`src/sv/lmfb_pkg.sv`:
```
// ----------------------------------------------------------------------------
// lmfb_pkg: shared types and constants of the LED matrix frame buffer driver
// Microcode word layout, opcode and init phase codes, chain command words.
// ----------------------------------------------------------------------------
package lmfb_pkg;

    localparam int MODULE_COUNT_DEF = 4;
    localparam int ROW_COUNT        = 8;
    localparam int ROW_W            = 32;
    localparam int CNT_W            = 3;
    localparam int PC_W             = 5;

    // command words for the module chain
    localparam logic [15:0] CMD_START_SHUTDOWN = 16'h0C00;
    localparam logic [15:0] CMD_END_SHUTDOWN   = 16'h0C01;
    localparam logic [15:0] CMD_NO_DECODE      = 16'h0900;
    localparam logic [15:0] CMD_SCAN_ALL       = 16'h0B07;
    localparam logic [15:0] CMD_INTENSITY      = 16'h0A00;

    typedef enum logic [2:0] {
        OP_INIT    = 3'd0,
        OP_REFRESH = 3'd1,
        OP_SCROLL  = 3'd2,
        OP_CLEAR   = 3'd3,
        OP_WRITE   = 3'd4,
        OP_READ    = 3'd5,
        OP_BAR     = 3'd6
    } t_op;

    typedef enum logic [2:0] {
        IPH_SHUT_ON  = 3'd0,
        IPH_CLEAR    = 3'd1,
        IPH_NODEC    = 3'd2,
        IPH_SCAN     = 3'd3,
        IPH_INTENS   = 3'd4,
        IPH_REFRESH  = 3'd5,
        IPH_SHUT_OFF = 3'd6
    } t_iph;

    typedef enum logic [1:0] {
        RD_NONE = 2'd0,
        RD_IDX  = 2'd1,
        RD_CNT  = 2'd2,
        RD_REF  = 2'd3
    } t_rd;

    typedef enum logic [1:0] {
        WR_NONE  = 2'd0,
        WR_ROW   = 2'd1,
        WR_BAR   = 2'd2,
        WR_SHIFT = 2'd3
    } t_wr;

    typedef enum logic [2:0] {
        EM_NONE = 3'd0,
        EM_STAT = 3'd1,
        EM_READ = 3'd2,
        EM_CMD  = 3'd3,
        EM_ROW  = 3'd4
    } t_emit;

    typedef enum logic [2:0] {
        CS_SHUT_ON  = 3'd0,
        CS_SHUT_OFF = 3'd1,
        CS_NODEC    = 3'd2,
        CS_SCAN     = 3'd3,
        CS_INTENS   = 3'd4
    } t_cmd;

    typedef enum logic [1:0] {
        DONE_NO   = 2'd0,
        DONE_WRAP = 2'd1,
        DONE_YES  = 2'd2
    } t_done;

    typedef enum logic [1:0] {
        PH_KEEP = 2'd0,
        PH_INC  = 2'd1,
        PH_WRAP = 2'd2,
        PH_ZERO = 2'd3
    } t_ph;

    typedef struct packed {
        t_rd             rd_sel;
        t_wr             wr_sel;
        logic            clr;
        t_emit           emit;
        logic            ok_row;
        t_cmd            cmd;
        t_done           done;
        t_ph             phase;
        logic            ref_adv;
        logic            cnt_inc;
        logic            lim_mods;
        logic            loop;
        logic [PC_W-1:0] target;
        logic            fin;
    } t_uword;

    typedef struct packed {
        logic             act;
        t_uword           uw;
        logic [CNT_W-1:0] cnt;
        logic             last;
    } t_ctrl;

endpackage

```
`src/sv/lmfb_seq.sv`:
```
// ----------------------------------------------------------------------------
// lmfb_seq: microcode sequencer
// Dispatch by opcode and init phase, program ROM, step and loop counters.
// ----------------------------------------------------------------------------
module lmfb_seq #(
    parameter int MODULE_COUNT = lmfb_pkg::MODULE_COUNT_DEF
) (
    input  logic            i_clk,
    input  logic            i_rst_n,
    input  logic            i_start,
    input  lmfb_pkg::t_op   i_opcode,
    input  logic            i_wrap,
    output logic            o_busy,
    output lmfb_pkg::t_ctrl o_ctrl
);
    import lmfb_pkg::*;

    localparam logic [PC_W-1:0] A_NOP   = 5'd0;
    localparam logic [PC_W-1:0] A_CLR   = 5'd1;
    localparam logic [PC_W-1:0] A_WR    = 5'd2;
    localparam logic [PC_W-1:0] A_RD0   = 5'd3;
    localparam logic [PC_W-1:0] A_RD1   = 5'd4;
    localparam logic [PC_W-1:0] A_FILL  = 5'd5;
    localparam logic [PC_W-1:0] A_FILLS = 5'd6;
    localparam logic [PC_W-1:0] A_SC0   = 5'd7;
    localparam logic [PC_W-1:0] A_SC1   = 5'd8;
    localparam logic [PC_W-1:0] A_SCS   = 5'd9;
    localparam logic [PC_W-1:0] A_RF0   = 5'd10;
    localparam logic [PC_W-1:0] A_RF1   = 5'd11;
    localparam logic [PC_W-1:0] A_IP0   = 5'd12;
    localparam logic [PC_W-1:0] A_IP1   = 5'd13;
    localparam logic [PC_W-1:0] A_IP2   = 5'd14;
    localparam logic [PC_W-1:0] A_IP3   = 5'd15;
    localparam logic [PC_W-1:0] A_IP4   = 5'd16;
    localparam logic [PC_W-1:0] A_IP5A  = 5'd17;
    localparam logic [PC_W-1:0] A_IP5B  = 5'd18;
    localparam logic [PC_W-1:0] A_IP6   = 5'd19;
    localparam logic [PC_W-1:0] A_IP7   = 5'd20;

    localparam logic [CNT_W-1:0] LIM_MODS = CNT_W'(MODULE_COUNT - 1);
    localparam logic [CNT_W-1:0] LIM_ROWS = CNT_W'(ROW_COUNT - 1);

    // command loop: one word per module, ends the item
    function automatic t_uword cmd_loop(input t_cmd c, input logic [PC_W-1:0] self);
        t_uword w;
        w          = '0;
        w.emit     = EM_CMD;
        w.cmd      = c;
        w.cnt_inc  = 1'b1;
        w.lim_mods = 1'b1;
        w.loop     = 1'b1;
        w.target   = self;
        w.fin      = 1'b1;
        w.phase    = PH_INC;
        return w;
    endfunction

    function automatic t_uword rom(input logic [PC_W-1:0] pc);
        t_uword w;
        w = '0;
        unique case (pc)
            A_NOP: begin
                w.emit = EM_STAT;
                w.fin  = 1'b1;
            end
            A_CLR: begin
                w.clr  = 1'b1;
                w.emit = EM_STAT;
                w.fin  = 1'b1;
            end
            A_WR: begin
                w.wr_sel = WR_ROW;
                w.emit   = EM_STAT;
                w.ok_row = 1'b1;
                w.fin    = 1'b1;
            end
            A_RD0: w.rd_sel = RD_IDX;
            A_RD1: begin
                w.emit   = EM_READ;
                w.ok_row = 1'b1;
                w.fin    = 1'b1;
            end
            A_FILL: begin
                w.wr_sel  = WR_BAR;
                w.cnt_inc = 1'b1;
                w.loop    = 1'b1;
                w.target  = A_FILL;
            end
            A_SC0: w.rd_sel = RD_CNT;
            A_SC1: begin
                w.wr_sel  = WR_SHIFT;
                w.cnt_inc = 1'b1;
                w.loop    = 1'b1;
                w.target  = A_SC0;
            end
            A_FILLS, A_SCS: begin
                w.emit = EM_STAT;
                w.fin  = 1'b1;
            end
            A_RF0, A_IP5A: w.rd_sel = RD_REF;
            A_RF1, A_IP5B: begin
                w.emit     = EM_ROW;
                w.cnt_inc  = 1'b1;
                w.lim_mods = 1'b1;
                w.loop     = 1'b1;
                w.target   = pc;
                w.fin      = 1'b1;
                w.ref_adv  = 1'b1;
                w.done     = (pc == A_RF1) ? DONE_WRAP : DONE_NO;
                w.phase    = (pc == A_RF1) ? PH_KEEP : PH_WRAP;
            end
            A_IP0: w = cmd_loop(CS_SHUT_ON, A_IP0);
            A_IP1: begin
                w.clr   = 1'b1;
                w.emit  = EM_STAT;
                w.fin   = 1'b1;
                w.phase = PH_INC;
            end
            A_IP2: w = cmd_loop(CS_NODEC, A_IP2);
            A_IP3: w = cmd_loop(CS_SCAN, A_IP3);
            A_IP4: w = cmd_loop(CS_INTENS, A_IP4);
            A_IP6: begin
                w       = cmd_loop(CS_SHUT_OFF, A_IP6);
                w.done  = DONE_YES;
                w.phase = PH_ZERO;
            end
            A_IP7: begin
                w.emit  = EM_STAT;
                w.fin   = 1'b1;
                w.phase = PH_ZERO;
            end
            default: begin
                w.emit = EM_STAT;
                w.fin  = 1'b1;
            end
        endcase
        return w;
    endfunction

    function automatic logic [PC_W-1:0] entry(input t_op op, input t_iph ph);
        logic [PC_W-1:0] a;
        a = A_NOP;
        unique case (op)
            OP_INIT: begin
                unique case (ph)
                    IPH_SHUT_ON:  a = A_IP0;
                    IPH_CLEAR:    a = A_IP1;
                    IPH_NODEC:    a = A_IP2;
                    IPH_SCAN:     a = A_IP3;
                    IPH_INTENS:   a = A_IP4;
                    IPH_REFRESH:  a = A_IP5A;
                    IPH_SHUT_OFF: a = A_IP6;
                    default:      a = A_IP7;
                endcase
            end
            OP_REFRESH: a = A_RF0;
            OP_SCROLL:  a = A_SC0;
            OP_CLEAR:   a = A_CLR;
            OP_WRITE:   a = A_WR;
            OP_READ:    a = A_RD0;
            OP_BAR:     a = A_FILL;
            default:    a = A_NOP;
        endcase
        return a;
    endfunction

    logic             r_busy;
    logic [PC_W-1:0]  r_pc;
    logic [CNT_W-1:0] r_cnt;
    t_iph             r_phase;
    t_uword           uw;
    logic             at_lim;
    logic             step_last;

    assign uw        = rom(r_pc);
    assign at_lim    = (r_cnt == (uw.lim_mods ? LIM_MODS : LIM_ROWS));
    assign step_last = r_busy && uw.fin && (!uw.loop || at_lim);

    always_ff @(posedge i_clk) begin
        if (!i_rst_n) begin
            r_busy  <= 1'b0;
            r_pc    <= A_NOP;
            r_cnt   <= '0;
            r_phase <= IPH_SHUT_ON;
        end else if (!r_busy) begin
            if (i_start) begin
                r_busy <= 1'b1;
                r_pc   <= entry(i_opcode, r_phase);
                r_cnt  <= '0;
            end
        end else begin
            if (uw.cnt_inc) begin
                r_cnt <= at_lim ? '0 : r_cnt + 1'b1;
            end
            if (step_last) begin
                r_busy <= 1'b0;
                unique case (uw.phase)
                    PH_KEEP: r_phase <= r_phase;
                    PH_INC:  r_phase <= t_iph'(r_phase + 3'd1);
                    PH_WRAP: r_phase <= i_wrap ? t_iph'(r_phase + 3'd1) : r_phase;
                    PH_ZERO: r_phase <= IPH_SHUT_ON;
                    default: r_phase <= IPH_SHUT_ON;
                endcase
            end else if (uw.loop && !at_lim) begin
                r_pc <= uw.target;
            end else begin
                r_pc <= r_pc + 1'b1;
            end
        end
    end

    assign o_busy      = r_busy;
    assign o_ctrl.act  = r_busy;
    assign o_ctrl.uw   = uw;
    assign o_ctrl.cnt  = r_cnt;
    assign o_ctrl.last = step_last;

endmodule

```
`src/sv/lmfb_dp.sv`:
```
// ----------------------------------------------------------------------------
// lmfb_dp: frame buffer datapath
// Row memory with valid bits, operand latch, shifter, word builder, result
// register.
// ----------------------------------------------------------------------------
module lmfb_dp (
    input  logic            i_clk,
    input  logic            i_rst_n,
    input  logic            i_load,
    input  logic [7:0]      i_row_index,
    input  logic [31:0]     i_row_value,
    input  logic [7:0]      i_shift_count,
    input  logic [15:0]     i_fill_width,
    input  logic            i_cfg_we,
    input  logic [3:0]      i_cfg_wdata,
    input  lmfb_pkg::t_ctrl i_ctrl,
    output logic            o_wrap,
    output logic            o_res_valid,
    output logic [15:0]     o_serial_word,
    output logic            o_word_valid,
    output logic [31:0]     o_read_value,
    output logic            o_ok,
    output logic            o_done_res,
    output logic            o_last
);
    import lmfb_pkg::*;

    function automatic logic [7:0] rev8(input logic [7:0] b);
        logic [7:0] r;
        for (int i = 0; i < 8; i++) begin
            r[i] = b[7-i];
        end
        return r;
    endfunction

    localparam int RA_W = $clog2(ROW_COUNT);

    logic [ROW_W-1:0]     r_mem [ROW_COUNT];
    logic [ROW_COUNT-1:0] r_valid;
    logic [ROW_W-1:0]     r_rdata;
    logic                 r_rvalid;
    logic [RA_W-1:0]      r_ref;
    logic [3:0]           r_bright;

    // operands held for the whole item
    logic [7:0]           r_row_idx;
    logic [31:0]          r_row_val;
    logic [7:0]           r_shift;
    logic [15:0]          r_fill;

    logic                 r_strobe;
    logic [15:0]          r_word;
    logic                 r_wvalid;
    logic [31:0]          r_rd_out;
    logic                 r_ok;
    logic                 r_done;
    logic                 r_last;

    t_uword               uw;
    logic                 row_ok;
    logic [ROW_W-1:0]     eff;
    logic [ROW_W-1:0]     shifted;
    logic [ROW_W-1:0]     bar;
    logic [RA_W-1:0]      raddr;
    logic [RA_W-1:0]      waddr;
    logic [ROW_W-1:0]     wdata;
    logic                 we;
    logic [7:0]           data_byte;
    logic [7:0]           addr_byte;
    logic [15:0]          cmd_word;
    logic [15:0]          n_word;
    logic                 n_strobe;
    logic                 n_done;

    assign uw     = i_ctrl.uw;
    assign row_ok = (r_row_idx[7:RA_W] == '0);
    assign eff    = r_rvalid ? r_rdata : '0;
    assign o_wrap = (r_ref == RA_W'(ROW_COUNT - 1));

    assign shifted = (r_shift[7:5] != '0) ? '0 : (eff << r_shift[4:0]);
    assign bar     = (r_fill[15:5] != '0) ? '1 : ((ROW_W'(1) << r_fill[4:0]) - 1'b1);

    always_comb begin
        unique case (uw.rd_sel)
            RD_IDX:  raddr = r_row_idx[RA_W-1:0];
            RD_REF:  raddr = r_ref;
            default: raddr = i_ctrl.cnt[RA_W-1:0];
        endcase
    end

    always_comb begin
        waddr = i_ctrl.cnt[RA_W-1:0];
        wdata = bar;
        we    = 1'b0;
        unique case (uw.wr_sel)
            WR_ROW: begin
                waddr = r_row_idx[RA_W-1:0];
                wdata = r_row_val;
                we    = i_ctrl.act && row_ok;
            end
            WR_BAR: begin
                we = i_ctrl.act;
            end
            WR_SHIFT: begin
                wdata = shifted;
                we    = i_ctrl.act;
            end
            default: we = 1'b0;
        endcase
    end

    // memory: one write, one registered read
    always_ff @(posedge i_clk) begin
        if (we) begin
            r_mem[waddr] <= wdata;
        end
        if (i_ctrl.act && uw.rd_sel != RD_NONE) begin
            r_rdata  <= r_mem[raddr];
            r_rvalid <= r_valid[raddr];
        end
    end

    always_ff @(posedge i_clk) begin
        if (!i_rst_n) begin
            r_valid  <= '0;
            r_ref    <= '0;
            r_bright <= '0;
        end else begin
            if (i_cfg_we) begin
                r_bright <= i_cfg_wdata;
            end
            if (i_ctrl.act && uw.clr) begin
                r_valid <= '0;
            end else if (we) begin
                r_valid[waddr] <= 1'b1;
            end
            if (i_ctrl.last && uw.ref_adv) begin
                r_ref <= r_ref + 1'b1;
            end
        end
    end

    always_ff @(posedge i_clk) begin
        if (i_load) begin
            r_row_idx <= i_row_index;
            r_row_val <= i_row_value;
            r_shift   <= i_shift_count;
            r_fill    <= i_fill_width;
        end
    end

    assign data_byte = i_ctrl.cnt[CNT_W-1] ? 8'h00 : eff[8*i_ctrl.cnt[1:0] +: 8];
    assign addr_byte = 8'(ROW_COUNT) - 8'(r_ref);

    always_comb begin
        unique case (uw.cmd)
            CS_SHUT_ON:  cmd_word = CMD_START_SHUTDOWN;
            CS_SHUT_OFF: cmd_word = CMD_END_SHUTDOWN;
            CS_NODEC:    cmd_word = CMD_NO_DECODE;
            CS_SCAN:     cmd_word = CMD_SCAN_ALL;
            CS_INTENS:   cmd_word = CMD_INTENSITY | {12'h000, r_bright};
            default:     cmd_word = CMD_START_SHUTDOWN;
        endcase
    end

    always_comb begin
        unique case (uw.emit)
            EM_CMD:  n_word = cmd_word;
            EM_ROW:  n_word = {addr_byte, rev8(data_byte)};
            default: n_word = '0;
        endcase
    end

    always_comb begin
        unique case (uw.done)
            DONE_WRAP: n_done = o_wrap;
            DONE_YES:  n_done = 1'b1;
            default:   n_done = 1'b0;
        endcase
    end

    assign n_strobe = i_ctrl.act && (uw.emit != EM_NONE);

    always_ff @(posedge i_clk) begin
        if (!i_rst_n) begin
            r_strobe <= 1'b0;
        end else begin
            r_strobe <= n_strobe;
        end
    end

    always_ff @(posedge i_clk) begin
        if (n_strobe) begin
            r_word   <= n_word;
            r_wvalid <= (uw.emit == EM_CMD) || (uw.emit == EM_ROW);
            r_rd_out <= (uw.emit == EM_READ && row_ok) ? eff : '0;
            r_ok     <= uw.ok_row ? row_ok : 1'b1;
            r_done   <= i_ctrl.last && n_done;
            r_last   <= i_ctrl.last;
        end
    end

    assign o_res_valid   = r_strobe;
    assign o_serial_word = r_word;
    assign o_word_valid  = r_wvalid;
    assign o_read_value  = r_rd_out;
    assign o_ok          = r_ok;
    assign o_done_res    = r_done;
    assign o_last        = r_last;

endmodule

```
`src/sv/led_matrix_frame_buffer_driver.sv`:
```
// ----------------------------------------------------------------------------
// led_matrix_frame_buffer_driver: frame buffer and word generator for a chain
// of cascaded 8x8 LED modules
// Keeps 8 rows of 32 columns and turns init and refresh steps into 16-bit
// address/data words, one per module, module 0 first.
// ----------------------------------------------------------------------------
// An item is taken on a clock edge with start high and busy low; busy then
// stays high while a small microprogram runs, one step per cycle. Results
// leave on o_res_valid for exactly one cycle each, in consecutive cycles for
// a multi-word item, with o_last on the final one; the receiver cannot hold
// them off, so it must take a transfer in every strobed cycle. Per item,
// an init command step emits one word per module; the init clear phase,
// clear, write row and unused codes one status result; refresh and the init
// refresh phase a registered row read, then one word per module; read row a
// registered read, then the result; bar fill a write of each row (one row
// write per cycle), then status; scroll a read and write per row, then
// status. The next item is taken in the cycle after busy falls, while the
// last result is still on the ports. The brightness register is written at
// any edge with i_cfg_we high; write it only while the block is idle. No
// clearing pass after reset: rows carry valid bits.
// ----------------------------------------------------------------------------
module led_matrix_frame_buffer_driver #(
    parameter int MODULE_COUNT = lmfb_pkg::MODULE_COUNT_DEF
) (
    input  logic        i_clk,
    input  logic        i_rst_n,
    input  logic        start,
    output logic        busy,
    input  logic [2:0]  i_opcode,
    input  logic [7:0]  i_row_index,
    input  logic [31:0] i_row_value,
    input  logic [7:0]  i_shift_count,
    input  logic [15:0] i_fill_width,
    input  logic        i_cfg_we,
    input  logic [3:0]  i_cfg_wdata,
    output logic        o_res_valid,
    output logic [15:0] o_serial_word,
    output logic        o_word_valid,
    output logic [31:0] o_read_value,
    output logic        o_ok,
    output logic        o_done_res,
    output logic        o_last
);
    import lmfb_pkg::*;

    t_ctrl ctrl;      // current microcode step, loop count, end of item
    logic  wrap;      // refresh pointer sits on the last row
    logic  load;      // input transfer

    assign load = start && !busy;

    lmfb_seq #(
        .MODULE_COUNT(MODULE_COUNT)
    ) u_seq (
        .i_clk    (i_clk),
        .i_rst_n  (i_rst_n),
        .i_start  (start),
        .i_opcode (t_op'(i_opcode)),
        .i_wrap   (wrap),
        .o_busy   (busy),
        .o_ctrl   (ctrl)
    );

    // datapath latches the operands on the transfer and follows the program
    lmfb_dp u_dp (
        .i_clk         (i_clk),
        .i_rst_n       (i_rst_n),
        .i_load        (load),
        .i_row_index   (i_row_index),
        .i_row_value   (i_row_value),
        .i_shift_count (i_shift_count),
        .i_fill_width  (i_fill_width),
        .i_cfg_we      (i_cfg_we),
        .i_cfg_wdata   (i_cfg_wdata),
        .i_ctrl        (ctrl),
        .o_wrap        (wrap),
        .o_res_valid   (o_res_valid),
        .o_serial_word (o_serial_word),
        .o_word_valid  (o_word_valid),
        .o_read_value  (o_read_value),
        .o_ok          (o_ok),
        .o_done_res    (o_done_res),
        .o_last        (o_last)
    );

endmodule

```
`config.mk`:
```
export PLATFORM = sky130hd
export DESIGN_NAME = led_matrix_frame_buffer_driver
export DESIGN_NICKNAME = d
export VERILOG_FILES = /design/src/sv/lmfb_pkg.sv /design/src/sv/lmfb_seq.sv /design/src/sv/lmfb_dp.sv /design/src/sv/led_matrix_frame_buffer_driver.sv
export SDC_FILE = /design/constraint.sdc
export NUM_CORES = 1
export LEC_CHECK = 0
export ABC_AREA = 1
export BUFFER_PORTS_ARGS = -buffer_cell sky130_fd_sc_hd__buf_4
export CAP_MARGIN = 20
export CORE_ASPECT_RATIO = 2
export CORE_MARGIN = 4
export CORE_UTILIZATION = 55
export CTS_BUF_LIST = sky130_fd_sc_hd__clkbuf_16
export DETAILED_ROUTE_END_ITERATION = 12
export PLACE_DENSITY = 0.75
export SLEW_MARGIN = 20
export SYNTH_ARGS = -nofsm -noshare
export SYNTH_HDL_FRONTEND = slang
export SYNTH_HIERARCHICAL = 1
export SYNTH_SLANG_ARGS = --single-unit
```
`constraint.sdc`:
```
create_clock -name i_clk -period 14.25 [get_ports i_clk]
set_clock_uncertainty 0.05 [all_clocks]
set_input_delay 1.425 -clock i_clk [delete_from_list [all_inputs] [get_ports i_clk]]
set_output_delay 1.425 -clock i_clk [all_outputs]
set_load 0.01 [all_outputs]
```
==> results.sh <==
export IMPL_outcome="finished clean"
export IMPL_timing_fmax_ghz=0.211
export IMPL_swShare_pct=33.5
export IMPL_fin_area_um2=23000
export IMPL_area_growth_synth_to_final_pct=11.5
export IMPL_cts_num_sinks=429
export IMPL_grt_use_total_pct=28.5
export IMPL_placed_area_um2=21700
export IMPL_vias_per_cell=5.91
export IMPL_ant_nets=0
export IMPL_p_clk_share_pct=28.0
export IMPL_insertion_delay_ns=0.56
export IMPL_worstSetupPathType="reg -> reg"
export IMPL_place_ws_ns=9.62
export IMPL_rsz0062_at_grt="false"
export IMPL_vias=15900
export IMPL_period_share_pct=33.3
export IMPL_internal_power_uw=2420
export IMPL_end_kind="flop"
export IMPL_gr_total_overflow=0
export IMPL_slew_viol_final=0
export IMPL_layout_nets=2298
export IMPL_initial_utilization_pct=55.4
export IMPL_path_delay_family="buffers and inverters"
export IMPL_pwr_share_seq_pct=44.8
export IMPL_postSynthCellCount=2129
export IMPL_max_stage_delay_ns=0.82
export IMPL_crit_buf_inv=5
export IMPL_layout_common_cells="nand2_1, nor2_1, edfxtp_1"
export IMPL_register_area_um2=12600
export IMPL_ys_warn_count=6
export IMPL_die_area_um2=40800
export IMPL_power_frac_comb_pct=27.2
export IMPL_total_leakage_power_uw=0.00908
export IMPL_port_buffers=124
export IMPL_hold_violations=0
export IMPL_worst_pin_slew_ns=1.09
export IMPL_setup_viol=0
export IMPL_wl_per_cell_um=21.7
export IMPL_setup_slack_ns=9.51
export IMPL_cp_required_ns=14.62
export IMPL_htreeDepth=2
export IMPL_initialDrtViolationCount=1527
export IMPL_peakVddDrop_mv=0.115
export IMPL_setup_tns_ns=0
export IMPL_period_minus_slack_ns=4.74
export IMPL_clk_path_buf_depth=3
export IMPL_cts_hold_buf=0
export IMPL_grt_pass1_wl_um=87200
export IMPL_die_w_um=145
export IMPL_switchingPower_uw=1220
export IMPL_utilization_pct=61.8
export IMPL_cts_tree="done"
export IMPL_rows=100
export IMPL_power_density_nw_per_um2=159
export IMPL_drc=0
export IMPL_core_area_um2=37200
export IMPL_diodes=0
export IMPL_drv_cap=0
export IMPL_path_max_fanout=109
export IMPL_grt_max_degree=110
export IMPL_firstDrtPassIters=10
export IMPL_die_y_um=282
export IMPL_relSlewSlack_pct=26.8
export IMPL_drt_total_wl_um=58400
export IMPL_fillers=3004
export IMPL_place_hpwl_um=39900
export IMPL_drive_gt1_share_pct=11.4
export IMPL_multi_input_area_um2=7000
export IMPL_layout_commonest_cell="nand2_1"
export IMPL_startpoint_type="flop"
export IMPL_clk_pin_slew_worst_paths_ns=0.07
export IMPL_avgSynthCellArea_um2=9.67
export IMPL_gp_congestion=0.983
export IMPL_hold_ws_ns=0.413
export IMPL_cts_setup_buffers=0
export IMPL_cts_buffers=37
export IMPL_cts_root_buf="clkbuf_16"
export IMPL_cp_arrival_ns=5.11
export IMPL_pin_count=129
export IMPL_cts_resized=0
export IMPL_antenna_found_initial=0
export IMPL_slowest_stage="buf_4"
export IMPL_min_path_type="reg -> reg"
export IMPL_path_cells="ha_1, inv_1, nor2_1, inv_1, o21ai_0, inv_1, nand2_1, nand3_4, inv_2, buf_4, o21ai_0, o21ai_0, nor2_1, nor2_1"
export IMPL_synth_area_um2=20600
export IMPL_first_global_vias=15600
## worst reg2reg max path, cell delays in order, from the launching register on
cell	delay, ns
dfxtp_1	0.43
ha_1	0.24
inv_1	0.07
nor2_1	0.17
inv_1	0.10
o21ai_0	0.65
inv_1	0.22
nand2_1	0.17
nand3_4	0.44
inv_2	0.49
buf_4	0.82
o21ai_0	0.29
o21ai_0	0.29
nor2_1	0.07
nor2_1	0.13
## routing by layer
metal  global-route usage (%)  share of wire [%]  vias up
li1                         -                  -     7442
met1                     29.8                 33     7482
met2                     50.6                 52      752
met3                     3.34                5.8      226
met4                     21.9                9.0        0
met5                        0                  0        -
## state kept, by name, summed over array words and instances (netlist names), 12 cells and up
name                flops
u_dp/r_mem            256
u_dp/r_rdata           32
u_dp/r_row_val         32
u_dp/o_read_value      32
u_dp/r_fill            16
u_dp/o_serial_word     12
## power groups by stage
stage          Combinational [µW]  Clock, µW  Sequential, µW
2_1_floorplan                 671          0            1650
3_3_place_gp                  947          0            1660
3_5_place_dp                  977          0            1660
4_1_cts                       982       1040            1630
5_1_grt                      1080       1090            1640
6_report                      989       1020            1630
## stage by stage
stage                     power, µW  instances
after floorplan                2320       2132
after global placement         2600       2625
after detailed placement       2640       2625
after CTS                      3650       2692
after global routing           3810       2692
final                          3640       2692
## final cells by class
type                    instances  share of cell area, %
flip-flops and latches        429                   54.9
multi-input cells            1469                   30.5
repair buffers                143                   4.68
clock buffers                  37                   4.03
well taps                     459                   2.50
inverters                     125                   2.04
clock inverters                30                   1.36
## final timing paths
check	start	to	slack, ns	depth (start not counted)
worst max-delay path	u_seq/r_pc[1]	u_dp/r_rdata[0]	9.51	14
worst min-delay path	u_dp/r_valid[0]	u_dp/r_valid[0]	0.41	2
worst max register to register	u_seq/r_pc[1]	u_dp/r_rdata[0]	9.51	14
worst min register to register	u_dp/r_valid[0]	u_dp/r_valid[0]	0.41	2
Power figures use the tool's default switching activity.
